$ cat src/design/thpl_pkg.sv
// Shared types, constants and segment tables for the thermistor temperature block.
// Used by every module of the block; depends on nothing else.
package thpl_pkg;

   localparam int BRK_COUNT           = 16;
   localparam int BRK_W               = 12;
   localparam int MV_W                = 12;
   localparam int TEMP_W              = 8;
   localparam int RAW_W               = 16;
   localparam int STEP_W              = 4;
   localparam int QUOT_W              = 4;
   localparam int PROD_W              = BRK_W + STEP_W;
   localparam int SEG_W               = 4;
   localparam int CSR_INDEX_W         = 3;
   localparam int CSR_DATA_W          = 48;
   localparam int BRK_PER_CSR         = 4;
   localparam int QUEUE_DEPTH_DEFAULT = 4;

   localparam logic [MV_W-1:0]          MV_LOW_LIMIT  = 12'd80;
   localparam logic signed [TEMP_W-1:0] TEMP_DISABLED = 8'sd30;
   localparam logic signed [TEMP_W-1:0] TEMP_HOT      = 8'sd80;
   localparam logic signed [TEMP_W-1:0] TEMP_COLD     = -8'sd25;
   localparam logic [15:0]              RECIP_FIVE    = 16'd52429;
   localparam int                       RECIP_SHIFT   = 18;

   typedef enum logic [CSR_INDEX_W-1:0] {
      CSR_TEMP_ENABLE = 3'd0,
      CSR_BRK_1_4     = 3'd1,
      CSR_BRK_5_8     = 3'd2,
      CSR_BRK_9_12    = 3'd3,
      CSR_BRK_13_16   = 3'd4
   } csr_index_type;

   // Entry 0 holds breakpoint 1, entry 15 holds breakpoint 16.
   typedef logic [BRK_COUNT-1:0][BRK_W-1:0] brk_array_type;

   typedef struct packed {
      logic [MV_W-1:0]          mv;
      logic [BRK_W-1:0]         num;
      logic [BRK_W-1:0]         den;
      logic [STEP_W-1:0]        step;
      logic signed [TEMP_W-1:0] base;
      logic                     fixed;
   } entry_type;

   typedef struct packed {
      logic [MV_W-1:0]          mv;
      logic [BRK_W-1:0]         den;
      logic signed [TEMP_W-1:0] base;
      logic                     fixed;
      logic [PROD_W-1:0]        rem;
   } mul_stage_type;

   typedef struct packed {
      logic [MV_W-1:0]          mv;
      logic [BRK_W-1:0]         den;
      logic signed [TEMP_W-1:0] base;
      logic                     fixed;
      logic [PROD_W-1:0]        rem;
      logic [1:0]               quot_hi;
   } div_stage_type;

   function automatic logic signed [TEMP_W-1:0] seg_base(input logic [SEG_W-1:0] k);
      logic signed [TEMP_W-1:0] b;
      case (k)
         4'd1:    b = -8'sd25;
         4'd2:    b = -8'sd15;
         4'd3:    b = -8'sd10;
         4'd4:    b = -8'sd5;
         4'd5:    b = 8'sd0;
         4'd6:    b = 8'sd5;
         4'd7:    b = 8'sd10;
         4'd8:    b = 8'sd20;
         4'd9:    b = 8'sd30;
         4'd10:   b = 8'sd40;
         4'd11:   b = 8'sd45;
         4'd12:   b = 8'sd50;
         4'd13:   b = 8'sd55;
         4'd14:   b = 8'sd60;
         4'd15:   b = 8'sd70;
         default: b = 8'sd0;
      endcase
      return b;
   endfunction

   function automatic logic [STEP_W-1:0] seg_step(input logic [SEG_W-1:0] k);
      logic [STEP_W-1:0] s;
      case (k)
         4'd1, 4'd7, 4'd8, 4'd9, 4'd14, 4'd15: s = 4'd10;
         4'd2, 4'd3, 4'd4, 4'd5, 4'd6,
         4'd10, 4'd11, 4'd12, 4'd13:           s = 4'd5;
         default:                              s = 4'd0;
      endcase
      return s;
   endfunction

endpackage

$ cat src/design/thermistor_piecewise_linear_temp.sv
// Thermistor reading to temperature through a sixteen-point piecewise-linear table.
// A reading is registered in the front end, stored in the queue and then registered in the
// back end's multiply, divide and result registers. Throughput is one reading per cycle while
// the queue has room; a four-entry queue (the default depth) decouples the front and back ends.
// Synchronous reset clears the enable, all breakpoints and every valid flag.
// Uses thpl_pkg, thpl_front, thpl_queue and thpl_back.
module thermistor_piecewise_linear_temp #(
   parameter int QUEUE_DEPTH = thpl_pkg::QUEUE_DEPTH_DEFAULT
) (
   input  logic                                clock,
   input  logic                                reset,
   input  logic                                req_valid,
   output logic                                req_stall,
   input  logic [thpl_pkg::RAW_W-1:0]          req_raw_ts_reading,
   output logic                                rsp_valid,
   input  logic                                rsp_stall,
   output logic [thpl_pkg::MV_W-1:0]           rsp_ts_millivolts,
   output logic signed [thpl_pkg::TEMP_W-1:0]  rsp_temperature_c,
   input  logic                                csr_write_enable,
   input  logic [thpl_pkg::CSR_INDEX_W-1:0]    csr_index,
   input  logic [thpl_pkg::CSR_DATA_W-1:0]     csr_write_data
);

   logic                     temp_enable_ff;
   thpl_pkg::brk_array_type  brk_ff;
   logic                     push_valid;
   logic                     push_full;
   thpl_pkg::entry_type      push_entry;
   logic                     pop_valid;
   logic                     pop_ready;
   thpl_pkg::entry_type      pop_entry;

   always_ff @(posedge clock) begin
      if (reset) begin
         temp_enable_ff <= 1'b0;
         brk_ff         <= '0;
      end else if (csr_write_enable) begin
         case (csr_index)
            thpl_pkg::CSR_TEMP_ENABLE: begin
               temp_enable_ff <= csr_write_data[0];
            end
            thpl_pkg::CSR_BRK_1_4: begin
               for (int j = 0; j < thpl_pkg::BRK_PER_CSR; j++) begin
                  brk_ff[j] <= csr_write_data[thpl_pkg::BRK_W*j +: thpl_pkg::BRK_W];
               end
            end
            thpl_pkg::CSR_BRK_5_8: begin
               for (int j = 0; j < thpl_pkg::BRK_PER_CSR; j++) begin
                  brk_ff[4+j] <= csr_write_data[thpl_pkg::BRK_W*j +: thpl_pkg::BRK_W];
               end
            end
            thpl_pkg::CSR_BRK_9_12: begin
               for (int j = 0; j < thpl_pkg::BRK_PER_CSR; j++) begin
                  brk_ff[8+j] <= csr_write_data[thpl_pkg::BRK_W*j +: thpl_pkg::BRK_W];
               end
            end
            thpl_pkg::CSR_BRK_13_16: begin
               for (int j = 0; j < thpl_pkg::BRK_PER_CSR; j++) begin
                  brk_ff[12+j] <= csr_write_data[thpl_pkg::BRK_W*j +: thpl_pkg::BRK_W];
               end
            end
            default: begin
            end
         endcase
      end
   end

   thpl_front u_front (
      .clock              (clock),
      .reset              (reset),
      .req_valid          (req_valid),
      .req_stall          (req_stall),
      .req_raw_ts_reading (req_raw_ts_reading),
      .temp_enable        (temp_enable_ff),
      .brk                (brk_ff),
      .push_valid         (push_valid),
      .push_full          (push_full),
      .push_entry         (push_entry)
   );

   thpl_queue #(
      .DEPTH (QUEUE_DEPTH)
   ) u_queue (
      .clock      (clock),
      .reset      (reset),
      .push_valid (push_valid),
      .push_full  (push_full),
      .push_entry (push_entry),
      .pop_valid  (pop_valid),
      .pop_ready  (pop_ready),
      .pop_entry  (pop_entry)
   );

   thpl_back u_back (
      .clock             (clock),
      .reset             (reset),
      .pop_valid         (pop_valid),
      .pop_ready         (pop_ready),
      .pop_entry         (pop_entry),
      .rsp_valid         (rsp_valid),
      .rsp_stall         (rsp_stall),
      .rsp_ts_millivolts (rsp_ts_millivolts),
      .rsp_temperature_c (rsp_temperature_c)
   );

`ifndef SYNTHESIS
   a_temp_range: assert property (@(posedge clock) disable iff (reset)
      rsp_valid |-> (rsp_temperature_c >= thpl_pkg::TEMP_COLD &&
                     rsp_temperature_c <= thpl_pkg::TEMP_HOT))
      else $error("Temperature outside the table range.");

   a_mv_range: assert property (@(posedge clock) disable iff (reset)
      rsp_valid |-> rsp_ts_millivolts <= 12'd3276)
      else $error("Millivolt result above the largest possible conversion.");

   a_low_voltage: assert property (@(posedge clock) disable iff (reset)
      (rsp_valid && rsp_ts_millivolts < thpl_pkg::MV_LOW_LIMIT)
         |-> rsp_temperature_c == thpl_pkg::TEMP_DISABLED)
      else $error("Low voltage reading did not give the fallback temperature.");
`endif

endmodule

$ cat src/design/thpl_front.sv
// Front end: accepts raw readings, converts them to millivolts and picks the segment.
// Uses thpl_pkg; feeds thpl_queue.
module thpl_front (
   input  logic                          clock,
   input  logic                          reset,
   input  logic                          req_valid,
   output logic                          req_stall,
   input  logic [thpl_pkg::RAW_W-1:0]    req_raw_ts_reading,
   input  logic                          temp_enable,
   input  thpl_pkg::brk_array_type       brk,
   output logic                          push_valid,
   input  logic                          push_full,
   output thpl_pkg::entry_type           push_entry
);

   logic                         conv_valid_ff;
   logic                         conv_valid_in;
   logic [thpl_pkg::MV_W-1:0]    conv_mv_ff;
   logic [thpl_pkg::MV_W-1:0]    conv_mv_in;
   logic                         conv_load;
   logic [11:0]                  code;
   logic [13:0]                  code_x4;
   logic [29:0]                  mv_prod;
   logic [thpl_pkg::SEG_W-1:0]   seg;
   logic                         seg_found;

   assign req_stall  = conv_valid_ff && push_full;
   assign conv_load  = !conv_valid_ff || !push_full;
   assign push_valid = conv_valid_ff;

   // Millivolts are code*4/5, the division done by a reciprocal multiply.
   assign code       = {req_raw_ts_reading[15:8], req_raw_ts_reading[3:0]};
   assign code_x4    = {code, 2'b00};
   assign mv_prod    = {16'd0, code_x4} * {14'd0, thpl_pkg::RECIP_FIVE};
   assign conv_mv_in = mv_prod[29:thpl_pkg::RECIP_SHIFT];
   assign conv_valid_in = conv_load ? req_valid : conv_valid_ff;

   always_ff @(posedge clock) begin
      if (reset) begin
         conv_valid_ff <= 1'b0;
      end else begin
         conv_valid_ff <= conv_valid_in;
      end
   end

   always_ff @(posedge clock) begin
      if (conv_load && req_valid) begin
         conv_mv_ff <= conv_mv_in;
      end
   end

   always_comb begin
      seg       = '0;
      seg_found = 1'b0;
      for (int k = 1; k < thpl_pkg::BRK_COUNT; k++) begin
         if (conv_mv_ff <= brk[k-1]) begin
            seg       = thpl_pkg::SEG_W'(k);
            seg_found = 1'b1;
         end
      end
   end

   always_comb begin
      push_entry.mv    = conv_mv_ff;
      push_entry.num   = brk[seg - 4'd1] - conv_mv_ff;
      push_entry.den   = brk[seg - 4'd1] - brk[seg];
      push_entry.step  = thpl_pkg::seg_step(seg);
      push_entry.base  = thpl_pkg::seg_base(seg);
      push_entry.fixed = 1'b0;
      if (conv_mv_ff < thpl_pkg::MV_LOW_LIMIT || !temp_enable) begin
         push_entry.base  = thpl_pkg::TEMP_DISABLED;
         push_entry.fixed = 1'b1;
      end else if (conv_mv_ff < brk[thpl_pkg::BRK_COUNT-1]) begin
         push_entry.base  = thpl_pkg::TEMP_HOT;
         push_entry.fixed = 1'b1;
      end else if (!seg_found) begin
         push_entry.base  = thpl_pkg::TEMP_COLD;
         push_entry.fixed = 1'b1;
      end else if (push_entry.den == '0) begin
         push_entry.fixed = 1'b1;
      end
   end

endmodule

$ cat src/design/thpl_queue.sv
// Short queue of classified readings between the front end and the back end.
// Uses thpl_pkg for the entry type.
module thpl_queue #(
   parameter int DEPTH = thpl_pkg::QUEUE_DEPTH_DEFAULT
) (
   input  logic                 clock,
   input  logic                 reset,
   input  logic                 push_valid,
   output logic                 push_full,
   input  thpl_pkg::entry_type  push_entry,
   output logic                 pop_valid,
   input  logic                 pop_ready,
   output thpl_pkg::entry_type  pop_entry
);

   localparam int PTR_W   = $clog2(DEPTH);
   localparam int COUNT_W = $clog2(DEPTH + 1);

   thpl_pkg::entry_type     slot_ff [DEPTH];
   logic [PTR_W-1:0]        wr_ptr_ff;
   logic [PTR_W-1:0]        wr_ptr_in;
   logic [PTR_W-1:0]        rd_ptr_ff;
   logic [PTR_W-1:0]        rd_ptr_in;
   logic [COUNT_W-1:0]      count_ff;
   logic [COUNT_W-1:0]      count_in;
   logic                    do_push;
   logic                    do_pop;

   assign push_full = (count_ff == COUNT_W'(DEPTH));
   assign pop_valid = (count_ff != '0);
   assign pop_entry = slot_ff[rd_ptr_ff];
   assign do_push   = push_valid && !push_full;
   assign do_pop    = pop_valid && pop_ready;

   always_comb begin
      wr_ptr_in = wr_ptr_ff;
      rd_ptr_in = rd_ptr_ff;
      count_in  = count_ff;
      if (do_push) begin
         wr_ptr_in = (wr_ptr_ff == PTR_W'(DEPTH - 1)) ? '0 : wr_ptr_ff + 1'b1;
      end
      if (do_pop) begin
         rd_ptr_in = (rd_ptr_ff == PTR_W'(DEPTH - 1)) ? '0 : rd_ptr_ff + 1'b1;
      end
      if (do_push && !do_pop) begin
         count_in = count_ff + 1'b1;
      end else if (do_pop && !do_push) begin
         count_in = count_ff - 1'b1;
      end
   end

   always_ff @(posedge clock) begin
      if (reset) begin
         wr_ptr_ff <= '0;
         rd_ptr_ff <= '0;
         count_ff  <= '0;
      end else begin
         wr_ptr_ff <= wr_ptr_in;
         rd_ptr_ff <= rd_ptr_in;
         count_ff  <= count_in;
      end
   end

   always_ff @(posedge clock) begin
      if (do_push) begin
         slot_ff[wr_ptr_ff] <= push_entry;
      end
   end

endmodule

$ cat src/design/thpl_back.sv
// Back end: scales the segment offset, divides it over two stages and adds the base.
// Uses thpl_pkg; drains thpl_queue and drives the result channel.
module thpl_back (
   input  logic                                clock,
   input  logic                                reset,
   input  logic                                pop_valid,
   output logic                                pop_ready,
   input  thpl_pkg::entry_type                 pop_entry,
   output logic                                rsp_valid,
   input  logic                                rsp_stall,
   output logic [thpl_pkg::MV_W-1:0]           rsp_ts_millivolts,
   output logic signed [thpl_pkg::TEMP_W-1:0]  rsp_temperature_c
);

   localparam int PW = thpl_pkg::PROD_W;

   logic                                advance;
   logic                                mul_valid_ff;
   thpl_pkg::mul_stage_type             mul_ff;
   thpl_pkg::mul_stage_type             mul_in;
   logic                                div_valid_ff;
   thpl_pkg::div_stage_type             div_ff;
   thpl_pkg::div_stage_type             div_in;
   logic                                rsp_valid_ff;
   logic [thpl_pkg::MV_W-1:0]           rsp_mv_ff;
   logic signed [thpl_pkg::TEMP_W-1:0]  rsp_temp_ff;
   logic signed [thpl_pkg::TEMP_W-1:0]  rsp_temp_in;
   logic [PW-1:0]                       den_a;
   logic [PW-1:0]                       rem_a;
   logic [PW-1:0]                       den_b;
   logic [PW-1:0]                       rem_b;
   logic [1:0]                          quot_lo;
   logic [thpl_pkg::QUOT_W-1:0]         quot;

   assign advance   = !rsp_valid_ff || !rsp_stall;
   assign pop_ready = advance;

   always_comb begin
      mul_in.mv    = pop_entry.mv;
      mul_in.den   = pop_entry.den;
      mul_in.base  = pop_entry.base;
      mul_in.fixed = pop_entry.fixed;
      mul_in.rem   = {{thpl_pkg::STEP_W{1'b0}}, pop_entry.num}
                     * {{thpl_pkg::BRK_W{1'b0}}, pop_entry.step};
   end

   // Restoring division; the quotient never exceeds ten, so four bits suffice.
   always_comb begin
      den_a          = {{thpl_pkg::STEP_W{1'b0}}, mul_ff.den};
      rem_a          = mul_ff.rem;
      div_in.mv      = mul_ff.mv;
      div_in.den     = mul_ff.den;
      div_in.base    = mul_ff.base;
      div_in.fixed   = mul_ff.fixed;
      div_in.quot_hi = 2'b00;
      if (rem_a >= (den_a << 3)) begin
         rem_a             = rem_a - (den_a << 3);
         div_in.quot_hi[1] = 1'b1;
      end
      if (rem_a >= (den_a << 2)) begin
         rem_a             = rem_a - (den_a << 2);
         div_in.quot_hi[0] = 1'b1;
      end
      div_in.rem = rem_a;
   end

   always_comb begin
      den_b   = {{thpl_pkg::STEP_W{1'b0}}, div_ff.den};
      rem_b   = div_ff.rem;
      quot_lo = 2'b00;
      if (rem_b >= (den_b << 1)) begin
         rem_b      = rem_b - (den_b << 1);
         quot_lo[1] = 1'b1;
      end
      if (rem_b >= den_b) begin
         quot_lo[0] = 1'b1;
      end
      quot        = div_ff.fixed ? '0 : {div_ff.quot_hi, quot_lo};
      rsp_temp_in = div_ff.base + $signed({4'd0, quot});
   end

   always_ff @(posedge clock) begin
      if (reset) begin
         mul_valid_ff <= 1'b0;
         div_valid_ff <= 1'b0;
         rsp_valid_ff <= 1'b0;
      end else if (advance) begin
         mul_valid_ff <= pop_valid;
         div_valid_ff <= mul_valid_ff;
         rsp_valid_ff <= div_valid_ff;
      end
   end

   always_ff @(posedge clock) begin
      if (advance) begin
         mul_ff      <= mul_in;
         div_ff      <= div_in;
         rsp_mv_ff   <= div_ff.mv;
         rsp_temp_ff <= rsp_temp_in;
      end
   end

   assign rsp_valid         = rsp_valid_ff;
   assign rsp_ts_millivolts = rsp_mv_ff;
   assign rsp_temperature_c = rsp_temp_ff;

endmodule

$ cat config.mk
export PLATFORM = sky130hd
export DESIGN_NAME = thermistor_piecewise_linear_temp
export DESIGN_NICKNAME = d
export VERILOG_FILES = /design/src/design/thpl_pkg.sv /design/src/design/thermistor_piecewise_linear_temp.sv /design/src/design/thpl_front.sv /design/src/design/thpl_queue.sv /design/src/design/thpl_back.sv
export SDC_FILE = /design/constraint.sdc
export NUM_CORES = 2
export LEC_CHECK = 0
export BUFFER_PORTS_ARGS = -buffer_cell sky130_fd_sc_hd__buf_2
export CAP_MARGIN = 20
export CORE_ASPECT_RATIO = 1.5
export CORE_MARGIN = 5
export CORE_UTILIZATION = 64
export DETAILED_ROUTE_END_ITERATION = 16
export PLACE_DENSITY = 0.79
export SYNTH_ARGS = -nofsm -noshare
export SYNTH_HDL_FRONTEND = slang
export SYNTH_SLANG_ARGS = --single-unit
export TNS_END_PERCENT = 50
$ cat constraint.sdc
create_clock -name clock -period 9.7 [get_ports clock]
set_input_delay 1.94 -clock clock [delete_from_list [all_inputs] [get_ports clock]]
set_output_delay 1.94 -clock clock [all_outputs]
set_load 0.1 [all_outputs]
==> impl_results.html <==
<table>
<tr><th>Metric</th><th>Value</th></tr>
<tr><th colspan="2">Run status</th></tr>
<tr><td>Outcome</td><td>completed</td></tr>
<tr><th colspan="2">Logic synthesis</th></tr>
<tr><td>Number of nets in the synthesized netlist</td><td>3839</td></tr>
<tr><td>Number of enable flip-flop cells after synthesis</td><td>between 300 and 400</td></tr>
<tr><td>FFs w/ async S/R, synth</td><td>0</td></tr>
<tr><td>Avg Inst Size Synth</td><td>around 10 µm²</td></tr>
<tr><td>Yosys Warn Count</td><td>0</td></tr>
<tr><td>Share of Yosys cell area claimed by the top area cell type</td><td>0.2885</td></tr>
<tr><td>Synthesized flop and latch total</td><td>~530</td></tr>
<tr><td>Post-Synthesis Cell Area</td><td>between 30000 and 40000 µm²</td></tr>
<tr><td>Netlist cell types</td><td>70</td></tr>
<tr><td>Proportion of synthesized chip area in sequential cells</td><td>0.4124</td></tr>
<tr><td>Commonest cells in the netlist</td><td>544 x nand2_1, 382 x a21oi_1, 376 x ha_1</td></tr>
<tr><td>Most frequently used flop master after synthesis</td><td>edfxtp_1</td></tr>
<tr><td>Cell accounting for the most synthesized area</td><td>edfxtp_1</td></tr>
<tr><td>Dominant cells by area after synthesis</td><td>edfxtp_1 29%, ha_1 14%, dfxtp_1 12%</td></tr>
<tr><td>Leading cell type by number of instances after synthesis</td><td>nand2_1</td></tr>
<tr><td>Post-synthesis cell count</td><td>about 3300</td></tr>
<tr><th colspan="2">Drt</th></tr>
<tr><td>Vias</td><td>26069</td></tr>
<tr><td>1st-iter DRT viols</td><td>roughly 2100</td></tr>
<tr><td>Count of unresolved DRC violations after routing</td><td>0</td></tr>
<tr><td>Detailed-route wire length per cell</td><td>between 20 and 25 µm</td></tr>
<tr><td>First-pass iteration count of the detailed router</td><td>6</td></tr>
<tr><td>Number of nets still failing antenna checks after routing</td><td>0</td></tr>
<tr><td>Vias per cell</td><td>6.355</td></tr>
<tr><td>Wire length after detailed routing</td><td>between 90 and 100 mm</td></tr>
<tr><th colspan="2">Power and ir drop</th></tr>
<tr><td>Pwr/cell area</td><td>just over 400 nW/µm²</td></tr>
<tr><td>Largest vdd supply drop</td><td>roughly 400 µV</td></tr>
<tr><td>Switching Fraction</td><td>0.4553</td></tr>
<tr><td>Clock group share of total power</td><td>0.129</td></tr>
<tr><td>Leakage power</td><td>13.82 nW</td></tr>
<tr><td>Internal portion of total power</td><td>around 8.1 mW</td></tr>
<tr><td>Switching power of the nets</td><td>between 6 and 7 mW</td></tr>
<tr><td>Part of the total power dissipated in combinational logic</td><td>0.616</td></tr>
<tr><td>Portion of total power attributed to sequential cells</td><td>0.255</td></tr>
<tr><th colspan="2">STA</th></tr>
<tr><td>Number of hold-slack violations in the final timing report</td><td>0</td></tr>
<tr><td>RSZ-0062 raised after global routing</td><td>false</td></tr>
<tr><td>Worst hold-check slack</td><td>around 0.42 ns</td></tr>
<tr><td>Final-report setup violation count</td><td>0</td></tr>
<tr><td>Shortest clock period the worst path allows after layout</td><td>9.001 ns</td></tr>
<tr><td>Portion of the clock cycle consumed by the worst path in the final layout</td><td>0.9279</td></tr>
<tr><td>Max-slew headroom at the worst pin</td><td>0.2209</td></tr>
<tr><td>Setup total negative slack</td><td>0 ns</td></tr>
<tr><td>Worst Max-Slew Pin Slew</td><td>between 1 and 1.5 ns</td></tr>
<tr><td>Highest attainable clock frequency</td><td>between 100 and 150 MHz</td></tr>
<tr><td>Max-slew violation total from the final report</td><td>0</td></tr>
<tr><td>Setup clock skew after layout</td><td>approximately 0.025 ns</td></tr>
<tr><td>Least setup slack across all paths after layout</td><td>between 0.6 and 0.7 ns</td></tr>
<tr><th colspan="2">Placement</th></tr>
<tr><td>Number of placed instances with taps included</td><td>between 4000 and 5000</td></tr>
<tr><td>Post-placement setup slack</td><td>1.017 ns</td></tr>
<tr><td>Post-DP HPWL</td><td>72.69 mm</td></tr>
<tr><td>Cell area reported after detailed placement</td><td>34520 µm²</td></tr>
<tr><td>Buffers added on ports</td><td>around 90</td></tr>
<tr><td>Last weighted congestion value of the routability-driven placer</td><td>between 1 and 1.5</td></tr>
<tr><th colspan="2">GRT</th></tr>
<tr><td>Global routing usage summed across all routing layers</td><td>0.3449</td></tr>
<tr><td>Via count of the first global-routing pass</td><td>roughly 26000</td></tr>
<tr><td>Gr ovfl total</td><td>0</td></tr>
<tr><td>First-pass GRT wire length</td><td>between 100 and 150 mm</td></tr>
<tr><td>Largest net degree at the start of global routing</td><td>about 120</td></tr>
<tr><td>Number of antenna violations at the first check in global routing</td><td>15</td></tr>
<tr><th colspan="2">Setup path</th></tr>
<tr><td>Largest stage delay on the critical path</td><td>roughly 0.7 ns</td></tr>
<tr><td>Slowest stage cell on the critical path</td><td>edfxtp_1</td></tr>
<tr><td>CP Max Fanout</td><td>17</td></tr>
<tr><td>Data required time at the worst endpoint</td><td>just over 10 ns</td></tr>
<tr><td>Critical path buffer and inverter count</td><td>0</td></tr>
<tr><td>CP top delay family</td><td>compound AO/OA/AOI/OAI gates</td></tr>
<tr><td>CP Class</td><td>flip-flop to flip-flop</td></tr>
<tr><td>Critical Path Source Type</td><td>flip-flop</td></tr>
<tr><td>Arrival @ worst endpoint</td><td>9.36 ns</td></tr>
<tr><td>Kind of capture point of the worst setup path</td><td>flip-flop</td></tr>
<tr><th colspan="2">Hold path</th></tr>
<tr><td>Type of the worst min-delay path</td><td>flip-flop to flip-flop</td></tr>
<tr><th colspan="2">Clock network</th></tr>
<tr><td>Reg clk slew, reported paths</td><td>0.07 ns</td></tr>
<tr><td>H-tree Lvls</td><td>2</td></tr>
<tr><td>Clock tree from TritonCTS</td><td>built</td></tr>
<tr><td>Maximum root-to-sink buffer count</td><td>3</td></tr>
<tr><td>Setup Fix Bufs, Post-CTS</td><td>0</td></tr>
<tr><td>Clk_lat worst skew</td><td>0.62 ns</td></tr>
<tr><td>Total of hold buffers inserted after clock tree synthesis</td><td>0</td></tr>
<tr><td>Total clock sinks</td><td>~530</td></tr>
<tr><td>Clock root buffer master</td><td>clkbuf_16</td></tr>
<tr><td>Cts repair resizes</td><td>0</td></tr>
<tr><td>Number of buffers added by the clock tree synthesis step</td><td>between 40 and 50</td></tr>
<tr><th colspan="2">Floorplanning</th></tr>
<tr><td>Initial Utilization</td><td>0.6459</td></tr>
<tr><td>Vertical die dimension</td><td>just under 300 µm</td></tr>
<tr><td>Core outline area</td><td>~52000 µm²</td></tr>
<tr><td>Die Outline Area</td><td>around 57000 µm²</td></tr>
<tr><td>IO Count</td><td>94</td></tr>
<tr><td>Width of the die</td><td>between 150 and 200 µm</td></tr>
<tr><td>Row count</td><td>between 100 and 150</td></tr>
<tr><th colspan="2">Finish</th></tr>
<tr><td>Number of cells in the finished layout apart from fillers</td><td>between 4000 and 5000</td></tr>
<tr><td>Net count, final</td><td>a little under 4000</td></tr>
<tr><td>Growth of design area from synthesis to finish</td><td>8.464%</td></tr>
<tr><td>Ratio of cells with drive above 1 in the final layout</td><td>0.1051</td></tr>
<tr><td>Design Area, Final</td><td>roughly 36000 µm²</td></tr>
<tr><td>Filler instances</td><td>roughly 3800</td></tr>
<tr><th colspan="2">Job</th></tr>
<tr><td>MaxCap Viol Count</td><td>0</td></tr>
</table>
==> cell type report <==
type / instances / area [µm²] / share of cell area
diodes: 9 / 22.52 / 0.0006235
clock buffers: 56 / 1251 / 0.03464
clock inverters: 33 / 327.8 / 0.009075
inverters: 366 / 1386 / 0.03838
multi-input cells: 2298 / 17730 / 0.4909
flip-flops and latches: 526 / 13740 / 0.3803
well taps: 676 / 845.8 / 0.02342
repair buffers: 138 / 819.5 / 0.02269
==> power by group through the flow <==
stage	Sequential [mW]	Combinational, mW	Clock, mW
final	3.79	9.15	1.92
after global routing	3.82	10.0	2.04
after CTS	3.78	9.05	1.93
after detailed placement	3.82	8.93	0
after global placement	3.79	8.49	0
after floorplan	4.04	6.29	0
==> final timing paths <==
path / endpoint / cells after the start / slack (ns) / startpoint
max reg2reg: u_queue.slot_ff[0][0] / 27 / 0.70 / u_front.conv_mv_ff[3]
max: u_queue.slot_ff[0][0] / 27 / 0.70 / u_front.conv_mv_ff[3]
min reg2reg: u_back.div_ff[24] / 0 / 0.42 / u_back.div_in[24]
min: u_back.div_ff[24] / 0 / 0.42 / u_back.div_in[24]
==> through the flow <==
step / power (mW) / util
floorplan: 10.33 / -
global placement: 12.27 / 0.6695
detailed placement: 12.75 / 0.6695
CTS: 14.77 / 0.7002
global route: 15.89 / 0.7005
finish: 14.86 / 0.7006
==> kinds of logic (layout without fill, tap and decap cells) <==
group / after synthesis / in the layout / synth area share
other cells: 0 / 9 / 0
buf+inv: 498 / 593 / 0.05737
compound gates: 715 / 715 / 0.1284
simple gates: 930 / 930 / 0.1228
mux: 136 / 136 / 0.07717
flops: 526 / 526 / 0.4124
fa+ha+maj: 445 / 445 / 0.1827
xor+xnor: 72 / 72 / 0.01916
==> per-layer routing <==
metal  vias to the layer above  part of all wire  routed length [µm]  track usage
met4                         2             0.098                9646       0.2632
met1                     12531              0.34               33300       0.3718
met2                      1204              0.49               48470       0.6061
met3                       452             0.070                6854      0.05468
li1                      11880                 -                   -            -
met5                         -           0.00022                  22            0
==> cell usage in the layout, fill, tap and decap left out, types with 18 or more instances in the layout <==
master and instances:
a22oi_1 20, edfxtp_1 320, nand2b_1 22, dfxtp_1 204, and2_1 24, a21o_1 44, xnor2_1 52, a21oi_1 381
o211ai_1 51, nand3_1 33, a31oi_1 19, buf_4 49, buf_2 88, mux4_2 95, nor2b_1 43, clkbuf_16 48
a211oi_1 18, nand2_1 543, o21ai_0 82, ha_1 375, nand4_1 58, fa_1 69, inv_1 364, nor2_1 133
mux2i_1 25, xor2_1 18
==> worst register-to-register path, stage by stage (launching register included) <==
cell and delay (ns):
edfxtp_1 0.72, ha_1 0.37, a21oi_1 0.58, a21oi_1 0.22
a2111oi_0 0.50, o31ai_1 0.15, a221o_1 0.40, or2_1 0.32
and2_4 0.26, ha_4 0.54, mux4_2 0.62, nor2_1 0.12
a211oi_1 0.08, a31oi_1 0.50, ha_1 0.35, nor2b_1 0.14
o21ai_0 0.20, a21oi_1 0.12, o21ai_0 0.45, a21boi_0 0.21
o21ai_0 0.18, nand2b_1 0.13, a21o_1 0.20, nand2_1 0.10
nor2b_1 0.17, xnor2_1 0.17, or4_1 0.56, o31ai_1 0.40
==> sequential cells by signal, indices dropped and copies added (netlist names), named ones only <==
| name | count |
|---|---|
| u_back.div_in | 21 |
| u_back.rsp_ts_millivolts | 12 |
| u_front.push_valid | 1 |
| u_queue.slot_ff | 188 |
| u_back.div_valid_ff | 1 |
| u_back.rsp_temperature_c | 8 |
| u_queue.count_ff | 3 |
| u_front.conv_mv_ff | 12 |
| brk_ff | 192 |
| u_back.mul_valid_ff | 1 |
| u_back.den_a | 12 |
| u_back.div_ff | 39 |
| u_back.den_b | 12 |
| u_queue.rd_ptr_ff | 2 |
| u_queue.wr_ptr_ff | 2 |
| u_back.mul_ff | 16 |
| temp_enable_ff | 1 |
| u_back.rsp_valid | 1 |
(Power assumes the default switching activity.)
